$ cat src/rtl/core/kmeans_2d_clustering_defines.svh
// assertion helpers for the clustering core
`ifndef KMEANS_2D_CLUSTERING_DEFINES_SVH
`define KMEANS_2D_CLUSTERING_DEFINES_SVH

// checked outside reset only
`define KMC_ASSERT(name, prop, msg) \
    name: assert property (@(posedge clk) disable iff (!rst_n) prop) else $error(msg);

// checked at every edge, reset included
`define KMC_ASSERT_ALWAYS(name, prop, msg) \
    name: assert property (@(posedge clk) prop) else $error(msg);

`endif

$ cat src/rtl/core/kmc_isqrt.sv
module kmc_isqrt #(
    parameter int RW = 44
) (
    input  logic            clk,
    input  logic            rst_n,
    input  logic            start,
    input  logic [RW-1:0]   radicand,
    output logic            done,
    output logic [RW/2-1:0] root
);
    localparam int RH  = RW / 2;
    localparam int CNT_W = $clog2(RH + 1);

    logic [RW-1:0]    rad_reg;
    logic [RH+1:0]    rem_reg;
    logic [RH-1:0]    root_reg;
    logic [CNT_W-1:0] cnt_reg;
    logic             busy_reg;
    logic             done_reg;
    logic [RH+3:0]    t;
    logic [RH+3:0]    trial;

    assign t     = {rem_reg, rad_reg[RW-1:RW-2]};
    assign trial = (RH+4)'({root_reg, 2'b01});

    always_ff @(posedge clk or negedge rst_n)
    begin
        if (!rst_n)
        begin
            busy_reg <= 1'b0;
            done_reg <= 1'b0;
            cnt_reg  <= '0;
        end
        else
        begin
            done_reg <= 1'b0;
            if (start)
            begin
                busy_reg <= 1'b1;
                cnt_reg  <= CNT_W'(RH);
            end
            else if (busy_reg)
            begin
                cnt_reg <= cnt_reg - 1'b1;
                if (cnt_reg == CNT_W'(1))
                begin
                    busy_reg <= 1'b0;
                    done_reg <= 1'b1;
                end
            end
        end
    end

    always_ff @(posedge clk)
    begin
        if (start)
        begin
            rad_reg  <= radicand;
            rem_reg  <= '0;
            root_reg <= '0;
        end
        else if (busy_reg)
        begin
            rad_reg <= {rad_reg[RW-3:0], 2'b00};
            if (t >= trial)
            begin
                rem_reg  <= (RH+2)'(t - trial);
                root_reg <= {root_reg[RH-2:0], 1'b1};
            end
            else
            begin
                rem_reg  <= t[RH+1:0];
                root_reg <= {root_reg[RH-2:0], 1'b0};
            end
        end
    end

    assign done = done_reg;
    assign root = root_reg;

endmodule

$ cat config.mk
export PLATFORM = sky130hd
export DESIGN_NAME = kmc_isqrt
export DESIGN_NICKNAME = d
export VERILOG_FILES = /design/src/rtl/core/kmeans_2d_clustering_defines.svh /design/src/rtl/core/kmc_isqrt.sv
export SDC_FILE = /design/constraint.sdc
export NUM_CORES = 1
export LEC_CHECK = 0
export BUFFER_PORTS_ARGS = -buffer_cell sky130_fd_sc_hd__buf_4
export CORE_UTILIZATION = 58
export DETAILED_ROUTE_END_ITERATION = 16
export GPL_TIMING_DRIVEN = 0
export PLACE_DENSITY = 0.8
export SETUP_SLACK_MARGIN = 0.2
export SYNTH_ARGS = -nofsm -noshare
export SYNTH_HDL_FRONTEND = slang
export SYNTH_SLANG_ARGS = --single-unit
$ cat constraint.sdc
create_clock -name clk -period 2.55 [get_ports clk]
set_input_delay 0.3825 -clock clk [delete_from_list [all_inputs] [get_ports clk]]
set_output_delay 0.3825 -clock clk [all_outputs]
set_load 0.01 [all_outputs]
==> metrics.txt, run 1 <==
status=finished with violations; failing checks=DRC, setup timing; Syn Area/Cell=10.6 µm²; crit path time final=2.60 ns; number of cells on the worst reg-to-reg path=12; num rows=34; cell area after synthesis=5320 µm²; switching power=3.56 mW; register area share after synthesis=45.5%; Routed WL=15,400 µm; final slew viol count=0; capturing point of the worst reg2reg path=rem_reg[3]; Worst-Skew Late Latency=0.37 ns; Synth Register Bits=97; pre-CTS WS=-0.0972 ns; post-route setup slack=-0.0469 ns; largest net degree at the start of global routing=45; ANT nets after route=0; Inst Count DP=680; area share of the largest cell type after synthesis=24.8%; drt first-iter violations=388; first-pass GRT wire length=22,000 µm; number of synthesized flops with an enable pin=44; synth warn=0; layout cells sized above 1=46.7%; Post-Synthesis Cells=503; Worst Setup End Kind=flop; Syn-to-layout area delta=35.5%; Worst slew margin=39.2%; Min-Delay Startpoint=radicand[0]; Clock Power Share=11.5%; Die X=97.8 µm; clk sink count=97; leading cell type in the layout, fill and taps excluded=buf_4; Longest Clk Path Bufs=2; prevailing post-synth register cell=dfxtp_1; number of max-cap violations=0; critical path class=reg -> reg; Hold Path Depth=2; Hold Slack=0.306 ns; final hold violations=0; Num CTS Buffers=9; multi-input logic area=3230 µm²; routed via count=4,720; Reg area=2450 µm²; total global-route track usage=29.0%; Yosys top cell by area=edfxtp_1; die height=97.8 µm; # diodes=0; R2R Path Start=root[0]; gpl congestion=0.888; count of cell types in the netlist=64; hold-critical path endpoint=rad_reg[0]; CP Launch Type=flop; HPWL Detailed=8060 µm; Vias/cell=6.36; arrival time worst endpoint=2.87 ns; Slew @ Worst Pin=0.911 ns; vias in the first global route=4,667; CTS H-tree lvls=3; Root Driver=clkbuf_8; final cell count without fillers=742; drt wl/cell=20.8 µm; post-synthesis async set-or-reset flop share=7.22%; Leakage Power=3.05 nW; ratio of total power to cell area=1190 nW/µm²; Peak supply drop=0.515 mV; skew final=0.0160 ns; Top-Level Pins=70; Final period util=102%; RSZ-0062 raised after global routing=true; total die area=9560 µm²; number of flip-flops in the largest register=44; worst-path fanout max=5; Reg power frac=24.5%; drt pass-1 iters=12; most frequent cells in the layout=113 x buf_4, 53 x nor2_1, 44 x edfxtp_1, 42 x mux2_2, 30 x mux2i_1; Sw Share=41.5%; initial antenna violation count=0; fillers=452; fmax=0.385 GHz; CTS tree=yes; initial core utilization=60.4%; HP Class=in -> reg; Mapped Nets=576; PortBufs=69; clock slew seen by the registers of the worst setup and hold paths=0.10 ns; final-report setup violation count=4; Core ar.=8810 µm²; Logic pwr share=64.0%; Nets=702; worst reg2reg setup slack=-0.05 ns; Req. time, crit path=2.82 ns; drc violations=4; Int Pwr=5.01 mW; GR Overflow Total=0; dominant cells by area after synthesis=edfxtp_1 25%, dfxtp_1 17%, mux2_2 8.9%
==> metal layers <==
metal	share of wire [%]	track usage (%)	up-vias	wire length, µm
met5	0	0	-	0
met4	5.3	15.5	0	816
met3	7.3	5.87	90	1130
met2	50	49.3	282	7630
met1	38	34.7	2285	5830
li1	-	-	2063	-
==> critical path, stage by stage, from the launching register on <==
cell and delay, ns:
dfxtp_2 0.37, inv_2 0.05, ha_4 0.22, nor2b_4 0.14
o31a_2 0.36, o311ai_4 0.28, and3_4 0.23, or2_4 0.13
a22oi_4 0.08, buf_12 0.15, buf_16 0.13, mux2i_2 0.15
a211oi_1 0.21
==> layout make-up <==
cell class / instances / area share [%]
Buffer: 25 / 2.55
Clock buffer: 9 / 1.72
Clock inverter: 7 / 0.851
Inverter: 33 / 1.72
Multi-Input combinational cell: 348 / 44.8
Sequential cell: 97 / 34.0
Tap cell: 108 / 1.88
Timing Repair Buffer: 115 / 12.5
==> kinds of logic (layout without fill, tap and decap cells) <==
| logic type | Yosys count | after routing | share of synthesized area, % |
|---|---|---|---|
| mux | 77 | 77 | 15.5 |
| simple gates | 130 | 130 | 11.4 |
| xor+xnor | 24 | 24 | 3.95 |
| buf+inv | 58 | 189 | 5.48 |
| fa+ha+maj | 26 | 26 | 6.12 |
| compound gates | 91 | 91 | 12.1 |
| flops | 97 | 97 | 45.5 |
==> timing repair <==
action / CTS / global route
hold buffers: 1 / 0
hold endpoints to repair: 7 / 0
setup buffers: 35 / 8
pin swaps: 32 / 11
gates cloned: 2 / 0
setup endpoints to repair: 69 / 25
gates resized for setup: 77 / 50
==> synthesized netlist by cell type (all sizes together), types with 2 or more instances <==
cell type,n
clkbuf,13
inv,32
o21ai,13
a41oi,4
edfxtp,44
o21bai,2
dfrtp,7
and3,4
a21boi,2
o21a,6
nand2,31
a31oi,5
a21o,6
xor2,10
ha,26
or2,3
mux2,42
mux2i,35
xnor2,14
dfxtp,46
nor2b,4
o211ai,4
nor3,5
and2,3
nor3b,7
a21oi,17
a211oi,15
nor2,57
nand4,4
buf,11
a311oi,4
nor4,2
nand3,6
==> through the flow <==
stage          area, µm²  total power, mW  TNS [ns]  util [%]
2_1_floorplan       5370             4.70         0         -
4_1_cts             6900             7.34         0      78.3
6_report            7210             8.56   -0.0885      81.8
3_3_place_gp        6020             5.25    -0.138      68.4
5_1_grt             7210             8.85    -0.392      81.8
3_5_place_dp        6020             5.33    -0.762      68.4
==> worst max path at each step <==
| stage | startpoint | end | slack (ns) | cells past startpoint |
|---|---|---|---|---|
| after global placement | root[16] | rem_reg[16] | -0.05 | 10 |
| after floorplan | root[13] | rem_reg[17] | 0.20 | 10 |
| after global routing | root[17] | rem_reg[18] | -0.07 | 12 |
| after CTS | rem_reg[0] | rem_reg[3] | 0.07 | 11 |
| final | root[0] | rem_reg[3] | -0.05 | 12 |
| after detailed placement | root[0] | rem_reg[16] | -0.1 | 11 |
==> power groups by stage <==
stage,Clock (mW),Combinational (mW),Sequential [mW]
after floorplan,0,2.68,2.02
after global placement,0,3.20,2.05
after detailed placement,0,3.27,2.06
after CTS,0.983,4.30,2.06
after global routing,1.04,5.70,2.11
final,0.984,5.48,2.09
(Power assumes the default switching activity.)
==> run 2: changes to the inputs <==
Settings changed: CORE_ASPECT_RATIO set to 1.1.
==> run 2 against run 1 <==
Against the previous run: register-to-register slack worse by 0.09 ns; flip-flop and latch count stayed put; critical path type unchanged; clock power is 7% higher; core utilization is 0.67 points higher; sequential share of layout area is 0.55 points lower; the run ends with setup timing left; count of clock-buffer cells in the layout stayed put; clock skew is 0.0049 ns higher; wire length is 3.0% higher.
==> metrics.txt, run 2 (synthesis results as in run 1) <==
Leakage Power=3.09 nW (was 3.05 nW); final core utilization=82.5% (was 81.8%); most frequent cells in the layout=110 x buf_4, 53 x nor2_1, 44 x edfxtp_1, 42 x mux2_2, 27 x mux2i_1 (was 113 x buf_4, 53 x nor2_1, 44 x edfxtp_1, 42 x mux2_2, 30 x mux2i_1); GR Overflow Total=0 (unchanged); met3 Usage GRT=7.96% (was 5.87%); critical path class=reg -> reg (unchanged); M2 GR Usage=51.5% (was 49.3%); drt pass-1 iters=5 (was 12); fmax=0.373 GHz (was 0.385 GHz); RSZ-0062 raised after global routing=true (unchanged); Top-Level Pins=70 (unchanged); Worst Setup End Kind=flop (unchanged); Slew @ Worst Pin=0.969 ns (was 0.911 ns); total global-route track usage=30.4% (was 29.0%); arrival time worst endpoint=2.92 ns (was 2.87 ns); Final period util=105% (was 102%); first-pass GRT wire length=22,000 µm (about the same); skew final=0.0209 ns (was 0.0160 ns); Die X=93.3 µm (was 97.8 µm); Root Driver=clkbuf_8 (unchanged); hold-critical path endpoint=rad_reg[37] (was rad_reg[0]); drt wl/cell=21.2 µm (was 20.8 µm); worst-path fanout max=6 (was 5); final hold violations=0 (unchanged); initial antenna violation count=0 (unchanged); CP Cell Sequence=inv_1 > ha_4 > nand4_1 > nand3_1 > o211ai_1 > or2_4 > a22oi_4 > clkbuf_16 > mux2i_4 > a211oi_2 (was inv_2 > ha_4 > nor2b_4 > o31a_2 > o311ai_4 > and3_4 > or2_4 > a22oi_4 > buf_12 > buf_16 > mux2i_2 > a211oi_1); Vias/cell=6.29 (was 6.36); Nets=704 (was 702); number of max-cap violations=0 (unchanged); final cell count without fillers=750 (was 742); ANT nets after route=0 (unchanged); grt met1 use=34.0% (was 34.7%); number of flip-flops in the largest register=44 (unchanged); crit path time final=2.68 ns (was 2.60 ns); HPWL Detailed=8320 µm (was 8060 µm); number of cells on the worst reg-to-reg path=10 (was 12); Longest Clk Path Bufs=2 (unchanged); leading cell type in the layout, fill and taps excluded=buf_4 (unchanged); largest net degree at the start of global routing=45 (unchanged); Peak supply drop=0.631 mV (was 0.515 mV); Req. time, crit path=2.78 ns (was 2.82 ns); worst reg2reg setup slack=-0.13 ns (was -0.05 ns); fillers=434 (was 452); Routed WL=15,900 µm (was 15,400 µm); capturing point of the worst reg2reg path=rem_reg[18] (was rem_reg[3]); die height=102 µm (was 97.8 µm); # diodes=0 (unchanged); PortBufs=69 (unchanged); final-report setup violation count=10 (was 4); ratio of total power to cell area=1230 nW/µm² (was 1190 nW/µm²); clock slew seen by the registers of the worst setup and hold paths=0.11 ns (was 0.10 ns); HP Class=in -> reg (unchanged); total die area=9560 µm² (about the same); Inst Count DP=686 (was 680); CTS tree=yes (unchanged); CP Launch Type=flop (unchanged); gpl congestion=0.870 (was 0.888); num rows=36 (was 34); Max stage delay on crit path=0.38 ns (was 0.37 ns); Worst slew margin=35.4% (was 39.2%); initial core utilization=59.9% (was 60.4%); drc violations=0 (was 4); Core ar.=8870 µm² (was 8810 µm²); failing checks=setup timing (was DRC, setup timing); layout cells sized above 1=48.6% (was 46.7%); drt first-iter violations=537 (was 388); routed via count=4,717 (was 4,720); vias in the first global route=4,491 (was 4,667); R2R Path Start=root[14] (was root[0]); final slew viol count=0 (unchanged); Critical-path top delay cell=dfxtp_2 (unchanged); clk sink count=97 (unchanged); Num CTS Buffers=9 (unchanged); Worst-Skew Late Latency=0.38 ns (was 0.37 ns); status=finished with violations (unchanged); busiest grt layer=met2 (unchanged); Hold Path Depth=2 (unchanged); Hold Slack=0.301 ns (was 0.306 ns); Syn-to-layout area delta=37.7% (was 35.5%); post-route setup slack=-0.134 ns (was -0.0469 ns); Min-Delay Startpoint=radicand[37] (was radicand[0]); CTS H-tree lvls=3 (unchanged)
[run 2: cell count changes in the layout (fill, tap and decap cells not counted), moves of 3 or more]
cell / before / now
mux2i_1: 30 / 27
buf_6: 8 / 12
mux2i_4: 2 / 5
dfxtp_1: 23 / 20
dfxtp_2: 21 / 26
buf_4: 113 / 110
[run 2: area by class of cell]
class	instances	area, µm²	area share [%]
clock inverters	7	77.6	1.06
inverters	33	124	1.69
well taps	114	143	1.95
flip-flops and latches	97	2450	33.5
plain buffers	25	188	2.56
clock buffers	9	124	1.69
multi-input cells	348	3290	44.9
repair buffers	117	930	12.7
[run 2: how the worst max path moves through the flow]
stage               start  cells after the start     endpoint
6_report         root[14]                     10  rem_reg[18]
4_1_cts        rem_reg[0]                     10  rem_reg[16]
3_3_place_gp      root[0]                     10  rem_reg[23]
3_5_place_dp      root[0]                     10  rem_reg[23]
2_1_floorplan    root[13]                     10  rem_reg[17]
5_1_grt          root[14]                     10  rem_reg[18]
[run 2: where the power goes]
group	internal, mW	switching [mW]	total (mW)
logic	2.92	2.89	5.81
clock network	0.463	0.588	1.05
registers	1.89	0.238	2.12
total	5.27	3.71	8.98
[run 2: what timing repair did]
item / in CTS / in global routing
hold buffers: 1 / 0
cloned: 2 / 0
pin swaps: 38 / 34
gates resized for setup: 81 / 66
setup buffers: 29 / 16
endpoints found under the hold margin: 7 / 0
endpoints found under the setup margin: 69 / 25
[run 2: critical path, delay by kind of cell, from the launching register on]
family,cells,cell delay [ns]
compound gates,3,0.53
fa+ha+maj,1,0.32
buf+inv,2,0.31
flops,1,0.38
mux,1,0.30
simple gates,3,0.70
[run 2: routing by layer]
metal	share of wire, %	wire [µm]
met5	0	0
met4	6.7	1060
met3	8.4	1330
met2	48	7670
met1	37	5810
[run 2: through the flow]
| step | worst slack [ns] | power, mW | TNS (ns) | cell area [µm²] |
|---|---|---|---|---|
| 6_report | -0.134 | 8.98 | -0.384 | 7320 |
| 4_1_cts | 0.129 | 7.39 | 0 | 6900 |
| 5_1_grt | -0.158 | 9.25 | -0.999 | 7320 |
| 2_1_floorplan | 0.201 | 4.70 | 0 | 5370 |
| 3_3_place_gp | -0.0717 | 5.27 | -0.209 | 6030 |
| 3_5_place_dp | -0.185 | 5.38 | -0.665 | 6030 |
