$ cat src/rtl/core/kmeans_2d_clustering_defines.svh
// assertion helpers for the clustering core
`ifndef KMEANS_2D_CLUSTERING_DEFINES_SVH
`define KMEANS_2D_CLUSTERING_DEFINES_SVH

// checked outside reset only
`define KMC_ASSERT(name, prop, msg) \
    name: assert property (@(posedge clk) disable iff (!rst_n) prop) else $error(msg);

// checked at every edge, reset included
`define KMC_ASSERT_ALWAYS(name, prop, msg) \
    name: assert property (@(posedge clk) prop) else $error(msg);

`endif

$ cat src/rtl/core/kmc_div.sv
module kmc_div #(
    parameter int NW = 31,
    parameter int DW = 11
) (
    input  logic          clk,
    input  logic          rst_n,
    input  logic          start,
    input  logic [NW-1:0] num,
    input  logic [DW-1:0] den,
    output logic          done,
    output logic [NW-1:0] quot
);
    localparam int CNT_W = $clog2(NW + 1);

    logic [NW-1:0]    num_reg;
    logic [DW-1:0]    den_reg;
    logic [DW-1:0]    rem_reg;
    logic [CNT_W-1:0] cnt_reg;
    logic             busy_reg;
    logic             done_reg;
    logic [DW:0]      t;

    assign t = {rem_reg, num_reg[NW-1]};

    always_ff @(posedge clk or negedge rst_n)
    begin
        if (!rst_n)
        begin
            busy_reg <= 1'b0;
            done_reg <= 1'b0;
            cnt_reg  <= '0;
        end
        else
        begin
            done_reg <= 1'b0;
            if (start)
            begin
                busy_reg <= 1'b1;
                cnt_reg  <= CNT_W'(NW);
            end
            else if (busy_reg)
            begin
                cnt_reg <= cnt_reg - 1'b1;
                if (cnt_reg == CNT_W'(1))
                begin
                    busy_reg <= 1'b0;
                    done_reg <= 1'b1;
                end
            end
        end
    end

    always_ff @(posedge clk)
    begin
        if (start)
        begin
            num_reg <= num;
            den_reg <= den;
            rem_reg <= '0;
        end
        else if (busy_reg)
        begin
            if (t >= {1'b0, den_reg})
            begin
                rem_reg <= DW'(t - {1'b0, den_reg});
                num_reg <= {num_reg[NW-2:0], 1'b1};
            end
            else
            begin
                rem_reg <= t[DW-1:0];
                num_reg <= {num_reg[NW-2:0], 1'b0};
            end
        end
    end

    assign done = done_reg;
    assign quot = num_reg;

endmodule

$ cat config.mk
export PLATFORM = sky130hd
export DESIGN_NAME = kmc_div
export DESIGN_NICKNAME = d
export VERILOG_FILES = /design/src/rtl/core/kmeans_2d_clustering_defines.svh /design/src/rtl/core/kmc_div.sv
export SDC_FILE = /design/constraint.sdc
export NUM_CORES = 1
export LEC_CHECK = 0
export BUFFER_PORTS_ARGS = -buffer_cell sky130_fd_sc_hd__buf_2
export CORE_ASPECT_RATIO = 1.5
export CORE_MARGIN = 2
export CORE_UTILIZATION = 50
export DETAILED_ROUTE_END_ITERATION = 8
export PLACE_DENSITY = 0.81
export SLEW_MARGIN = 20
export SYNTH_ARGS = -nofsm -noshare
export SYNTH_HDL_FRONTEND = slang
export SYNTH_SLANG_ARGS = --single-unit
$ cat constraint.sdc
create_clock -name clk -period 3.31 [get_ports clk]
set_input_delay 0.1655 -clock clk [delete_from_list [all_inputs] [get_ports clk]]
set_output_delay 0.1655 -clock clk [all_outputs]
set_load 0.01 [all_outputs]
==> results of run 1 <==
[per-stage QoR]
stage | power, mW | utilization [%] | instance area (um2) | hold WS [ns] | instances
2_1_floorplan | 1.592 | - | 3060 | -0.1301 | 250
3_3_place_gp | 1.721 | 59.31 | 3482 | 0.008737 | 389
3_5_place_dp | 1.750 | 59.31 | 3482 | 0.01547 | 389
4_1_cts | 2.476 | 64.36 | 3779 | 0.001931 | 413
5_1_grt | 2.611 | 64.71 | 3799 | 0.006925 | 415
6_report | 2.468 | 64.71 | 3799 | 0.01792 | 415
[routing by layer]
metal / part of all wire (%) / track usage [%] / wire [um]
met5: 0 / 0 / 0
met4: 3.5 / 9.846 / 216
met3: 6.1 / 5.942 / 376
met2: 52 / 33.11 / 3219
met1: 38 / 24.24 / 2355
[power groups by stage]
stage	Sequential [mW]	Clock, mW	Combinational [mW]
6_report	0.999	0.716	0.752
3_5_place_dp	1.01	0	0.738
3_3_place_gp	1.01	0	0.712
4_1_cts	0.999	0.726	0.751
5_1_grt	1.01	0.757	0.843
2_1_floorplan	1.01	0	0.582
[timing repair]
item | in CTS | in global routing
endpoints found under the setup margin | 0 | 0
hold endpoints to repair | 14 | 2
hold buffers | 8 | 2
[cells by family (layout without fill, tap and decap cells)]
family | Yosys count | after routing
multiplexers | 36 | 36
XOR/XNOR | 9 | 9
buffers and inverters | 30 | 123
AO/OA/AOI/OAI | 41 | 41
adder cells (fa/ha/maj) | 14 | 14
flip-flops | 60 | 60
AND/OR/NAND/NOR | 60 | 60
[worst max-delay path by stage]
stage / startpoint / endpoint / slack, ns / cells past startpoint
2_1_floorplan: quot[30]$_DFFE_PP_ / quot[0]$_DFFE_PP_ / 1.04 / 10
3_3_place_gp: quot[30]$_DFFE_PP_ / rem_reg[9]$_SDFFE_PP0P_ / 0.87 / 9
3_5_place_dp: quot[30]$_DFFE_PP_ / rem_reg[9]$_SDFFE_PP0P_ / 0.80 / 9
4_1_cts: quot[30]$_DFFE_PP_ / rem_reg[3]$_SDFFE_PP0P_ / 0.74 / 9
5_1_grt: quot[30]$_DFFE_PP_ / rem_reg[10]$_SDFFE_PP0P_ / 0.53 / 9
6_report: quot[30]$_DFFE_PP_ / rem_reg[3]$_SDFFE_PP0P_ / 0.74 / 9
[worst max-delay path, cell delays in order (launching register included)]
cell and delay, ns:
edfxtp_1 0.37, inv_1 0.05, ha_1 0.22, fa_1 0.42
nor2b_2 0.16, o31ai_2 0.10, a21boi_2 0.23, a21o_1 0.50
mux2i_1 0.15, a211oi_1 0.28
[synth_stat cells, types with 2 or more instances]
| master | number |
|---|---|
| ha_1 | 13 |
| dfxtp_1 | 11 |
| mux2i_1 | 5 |
| a311oi_1 | 2 |
| a211oi_1 | 7 |
| o31ai_1 | 2 |
| o21ai_0 | 7 |
| nor4_1 | 2 |
| clkbuf_1 | 8 |
| inv_1 | 18 |
| nand2_1 | 16 |
| xor2_1 | 3 |
| nor3_1 | 6 |
| a21oi_1 | 9 |
| nand3_1 | 3 |
| xnor2_1 | 6 |
| mux2_2 | 31 |
| nand2b_1 | 7 |
| buf_6 | 2 |
| nor2_1 | 15 |
| edfxtp_1 | 42 |
| o211ai_1 | 2 |
| o21a_1 | 2 |
| dfrtp_1 | 7 |
[area by class of cell]
cell class | count | area (um2) | share of cell area (%)
timing repair buffer | 89 | 503.0 | 13.24
multi-input combinational | 160 | 1265 | 33.30
sequential | 60 | 1657 | 43.61
clock buffer | 10 | 127.6 | 3.360
inverter | 18 | 67.56 | 1.779
clock inverter | 6 | 88.84 | 2.339
tap | 72 | 90.09 | 2.372
==> results.yml, run 1 <==
run_status:
  status: "completed"
floorplan:
  pin_count: 77
  num_rows: 34
  die_h_um: 99.82
  initial_core_util_pct: 52.13
  die_x_um: 67.88
  die_area_um2: 6776
  core_area_um2: 5871
timing:
  tightest_slew_ns: 0.7846
  rsz0062_at_grt: "no"
  finalClockSkew_ns: 0.006172
  setup-violations-final: 0
  min_period_ns: 2.568
  fmax_mhz: 389.4
  fin_ws_ns: 0.7419
  period_share_pct: 77.59
  hold_viol_final: 0
  tns_ns: 0
  timing.final.max_slew_violations: 0
  slew_headroom_pct: 47.69
power_and_ir_drop:
  peakVddDrop_v: 0.0004417
  p_switching_uw: 769.0
  clockPowerShare_pct: 29.0
  internal_power_mw: 1.699
  pwr-share-comb_pct: 30.5
  p_sw_share_pct: 31.16
  power_density_nw_per_um2: 649.6
  p_seq_share_pct: 40.5
  p_leak_nw: 1.652
grt:
  grt_overflow_total: 0
  grt.total_usage_pct: 20.33
  grt_pass1_wl_mm: 10.32
  grt_antenna_before_repair: 0
  grt_pass1_vias: 2252
  grt_max_degree: 42
critical_path:
  reg2regPathDepth: 9
  r2r-end: "rem_reg[3]$_SDFFE_PP0P_"
  start_kind: "register"
  worstReg2RegStart: "quot[30]$_DFFE_PP_"
  required_ns: 3.54
  worst-path-max-fanout: 14
  ff2ff_setup_slack_ns: 0.74
  cp_data_arrival_time_ns: 2.80
  crit_type: "register to register"
  end_kind: "register"
synthesis:
  synthXorXnorAreaFrac_pct: 2.576
  synth.mux.area_fraction_pct: 13.04
  async_reset_ff_share_pct: 11.67
  synth-seq-area-share_pct: 54.13
  syn-cell-area_um2: 3060
  yosys_warnings: 0
  yosysTopAreaCellShare_pct: 41.21
  synth_top_cell_by_area: "edfxtp_1"
  synth_cell_types: 48
  ys_ff_latch: 60
  synth_top_family_by_area: "multiplexers"
  synth-adder-area-share_pct: 5.969
  synth_compound_area_share_pct: 9.526
  synth_edf_count: 42
  synthCells: 250
  synthFlopType: "edfxtp_1"
  synth_fp_nets: 309
  synth_simple_gate_area_share_pct: 10.22
  synth_area_per_cell_um2: 12.24
  ys_top_cells_by_area: "edfxtp_1, mux2_2, dfxtp_1, dfrtp_1, ha_1"
final_layout:
  diodes: 0
  nets: 397
  layout-drive-gt1-share_pct: 39.07
  largest_reg_flops: 31
  n_fill_cell: 455
  final_common_cell: "buf_2"
  area_growth_pct: 24.12
  final_cell_mix: "buf_2, edfxtp_1, mux2_2"
placed_design:
  pre_cts_ws_ns: 0.8007
  place_hpwl_mm: 4.412
  gp_congestion: 0.9056
  port_buffers: 76
cts:
  cts_sinks: 60
  clockBufferDepth: 2
  numCtsBuffers: 9
  worstSkewPairLatency_ns: 0.33
  htree_levels: 3
  cts_tree: "yes"
  cts_setup_buffers: 0
  cts_resized: 0
  clockRootBuffer: "clkbuf_8"
  clk_pin_slew_worst_paths_ns: 0.07
hold_path:
  whs_endpoint: "den_reg[4]$_DFFE_PP_"
  hold_depth: 1
  min_from: "den[4]"
  hp-class: "input port to register"
detailed_routing:
  vias_per_cell: 5.342
  routed_wl_mm: 6.168
  drt_iter0_drc: 127
  ant_nets: 0
  drt_first_pass_iters: 4
  vias: 2217
  drc_errors: 0
  wl_per_cell_um: 14.86
run:
  drv_cap: 0
No activity file was read; power rests on OpenSTA's default activity.
==> run 2, diff against run 1 <==
--- a/config.mk
+++ b/config.mk
@@ -8,7 +8,7 @@
 export BUFFER_PORTS_ARGS = -buffer_cell sky130_fd_sc_hd__buf_2
 export CORE_ASPECT_RATIO = 1.5
 export CORE_MARGIN = 2
-export CORE_UTILIZATION = 50
+export CORE_UTILIZATION = 48
 export DETAILED_ROUTE_END_ITERATION = 8
 export PLACE_DENSITY = 0.81
 export SLEW_MARGIN = 20
==> constraint.sdc (replaced) <==
create_clock -name clk -period 2.3 [get_ports clk]
set_input_delay 0.115 -clock clk [delete_from_list [all_inputs] [get_ports clk]]
set_output_delay 0.115 -clock clk [all_outputs]
set_load 0.01 [all_outputs]
==> run 2 against run 1 <==
Sequential share of layout area shrank 2.1 points. First-iteration DRC count shrank 44%. Combinational power grew 80%. Critical path type unchanged. Critical endpoint is now rem_reg[9]$_SDFFE_PP0P_. Largest power group unchanged. Highest routed layer unchanged.
==> results.yml, run 2 (synthesis gave the netlist of run 1 again) <==
power_and_ir_drop:
  p_seq_share_pct: 39.0
  internal_power_mw: 2.501
  power_density_nw_per_um2: 921.1
  clockPowerShare_pct: 24.2
  p_leak_nw: 1.729
  p_switching_mw: 1.179
  power.total_mw: 3.680
  p_sw_share_pct: 32.03
  peakVddDrop_v: 0.0005305
  pwr-share-comb_pct: 36.7
timing:
  fmax_mhz: 446.2
  min_period_ns: 2.241
  slew_headroom_pct: 72.01
  period_share_pct: 97.44
  rsz0062_at_grt: "yes"
  timing.final.max_slew_violations: 0
  tightest_slew_ns: 0.4199
  finalClockSkew_ns: 0.007409
  setup-violations-final: 0
  hold_viol_final: 0
floorplan:
  die_area_um2: 7044
  pin_count: 77
  die_h_um: 101.8
  core_area_um2: 6175
  initial_core_util_pct: 49.56
  num_rows: 35
  die_x_um: 69.20
detailed_routing:
  routed_wl_mm: 6.677
  wl_per_cell_um: 15.35
  ant_nets: 0
  vias: 2300
  drt_iter0_drc: 71
  drc_errors: 0
  drt_first_pass_iters: 4
  vias_per_cell: 5.287
grt:
  grt_antenna_before_repair: 0
  grt.total_usage_pct: 19.31
  grt_pass1_wl_mm: 10.55
  grt_max_degree: 32
  grt_pass1_vias: 2258
  grt_overflow_total: 0
cts:
  numCtsBuffers: 9
  htree_levels: 3
  clk_pin_slew_worst_paths_ns: 0.07
  cts_tree: "yes"
  clockBufferDepth: 2
  worstSkewPairLatency_ns: 0.33
  cts_sinks: 60
  clockRootBuffer: "clkbuf_8"
final_layout:
  nets: 415
  area_growth_pct: 30.54
  layout-drive-gt1-share_pct: 44.04
  final_util_pct: 64.70
  diodes: 0
  final_cell_mix: "buf_2, edfxtp_1, mux2_2"
  largest_reg_flops: 31
  final_common_cell: "buf_2"
critical_path:
  end_kind: "register"
  required_ns: 2.54
  cp_data_arrival_time_ns: 2.48
  worst-path-max-fanout: 5
  start_kind: "register"
  crit_type: "register to register"
placed_design:
  port_buffers: 76
  place_hpwl_mm: 4.670
  gp_congestion: 0.8766
hold_path:
  hp-class: "input port to register"
run:
  drv_cap: 0
run_status:
  status: "completed"
## run 2: cell count changes in the layout (fill, tap and decap cells not counted), moves of 2 or more
cell,delta
buf_4,+14
ha_1,-5
ha_2,+3
buf_6,+2
clkinv_1,+2
dlygate4sd3_1,+2
ha_4,+2
o31ai_1,-2
o31ai_4,+2
## run 2: per-layer routing
| layer | part of all wire (%) | GRT usage (%) | up-vias |
|---|---|---|---|
| met4 | 2.2 | 9.653 | 0 |
| met1 | 40 | 21.82 | 1074 |
| met2 | 53 | 33.95 | 84 |
| met3 | 5.1 | 4.876 | 14 |
| li1 | - | - | 1128 |
| met5 | 0 | 0 | - |
## run 2: final timing paths
check,startpoint,to,slack (ns),cells past startpoint
worst max-delay path,quot[30]$_DFFE_PP_,rem_reg[9]$_SDFFE_PP0P_,0.06,10
worst min-delay path,num[0],quot[0]$_DFFE_PP_,0.09,2
worst max register to register,quot[30]$_DFFE_PP_,rem_reg[9]$_SDFFE_PP0P_,0.06,10
worst min register to register,rem_reg[7]$_SDFFE_PP0P_,rem_reg[7]$_SDFFE_PP0P_,0.52,2
max in group asynchronous,rst_n,cnt_reg[2]$_DFFE_PN0P_,1.99,2
min in group asynchronous,rst_n,done$_DFF_PN0_,0.15,2
## run 2: final cells by class
class,count,area [um2]
timing repair buffer,107,650.6
sequential,60,1657
clock inverter,6,55.05
fill,453,2180
clock buffer,10,127.6
inverter,18,67.56
tap,74,92.59
multi-input combinational,160,1345
## run 2: repair_timing
item                       in CTS  in global routing
hold endpoints to repair       18                  0
setup endpoints to repair       0                 12
buffers inserted                0                  4
hold buffers                   12                  0
resized for setup               0                 17
## run 2: critical path: stages, from the launching register on
cell and delay [ns]:
edfxtp_1 0.35, inv_1 0.05, ha_2 0.18, fa_2 0.39, nor2b_4 0.15, o31ai_4 0.09, a21boi_2 0.24, a21o_1 0.22
buf_6 0.15, o31ai_2 0.07, a311oi_1 0.26
## run 2: power by group through the flow
stage	combinational, mW	sequential, mW	clock, mW
2_1_floorplan	0.837	1.45	0
3_3_place_gp	1.13	1.44	0
3_5_place_dp	1.17	1.45	0
4_1_cts	1.19	1.43	0.916
5_1_grt	1.48	1.45	0.956
6_report	1.35	1.44	0.891
## run 2: per-stage QoR
| stage | instances | instance area, um2 | worst slack, ns | hold WS (ns) | setup TNS, ns |
|---|---|---|---|---|---|
| finish | 435 | 3995 | 0.05889 | 0.08544 | 0 |
| global route | 435 | 3995 | -0.07074 | 0.07070 | -0.4110 |
| CTS | 431 | 3877 | 0.03223 | 0.06756 | 0 |
| detailed placement | 403 | 3575 | 0.04149 | -0.03797 | 0 |
| global placement | 403 | 3575 | 0.1092 | -0.04209 | 0 |
| floorplan | 250 | 3060 | 0.03112 | -0.1806 | 0 |
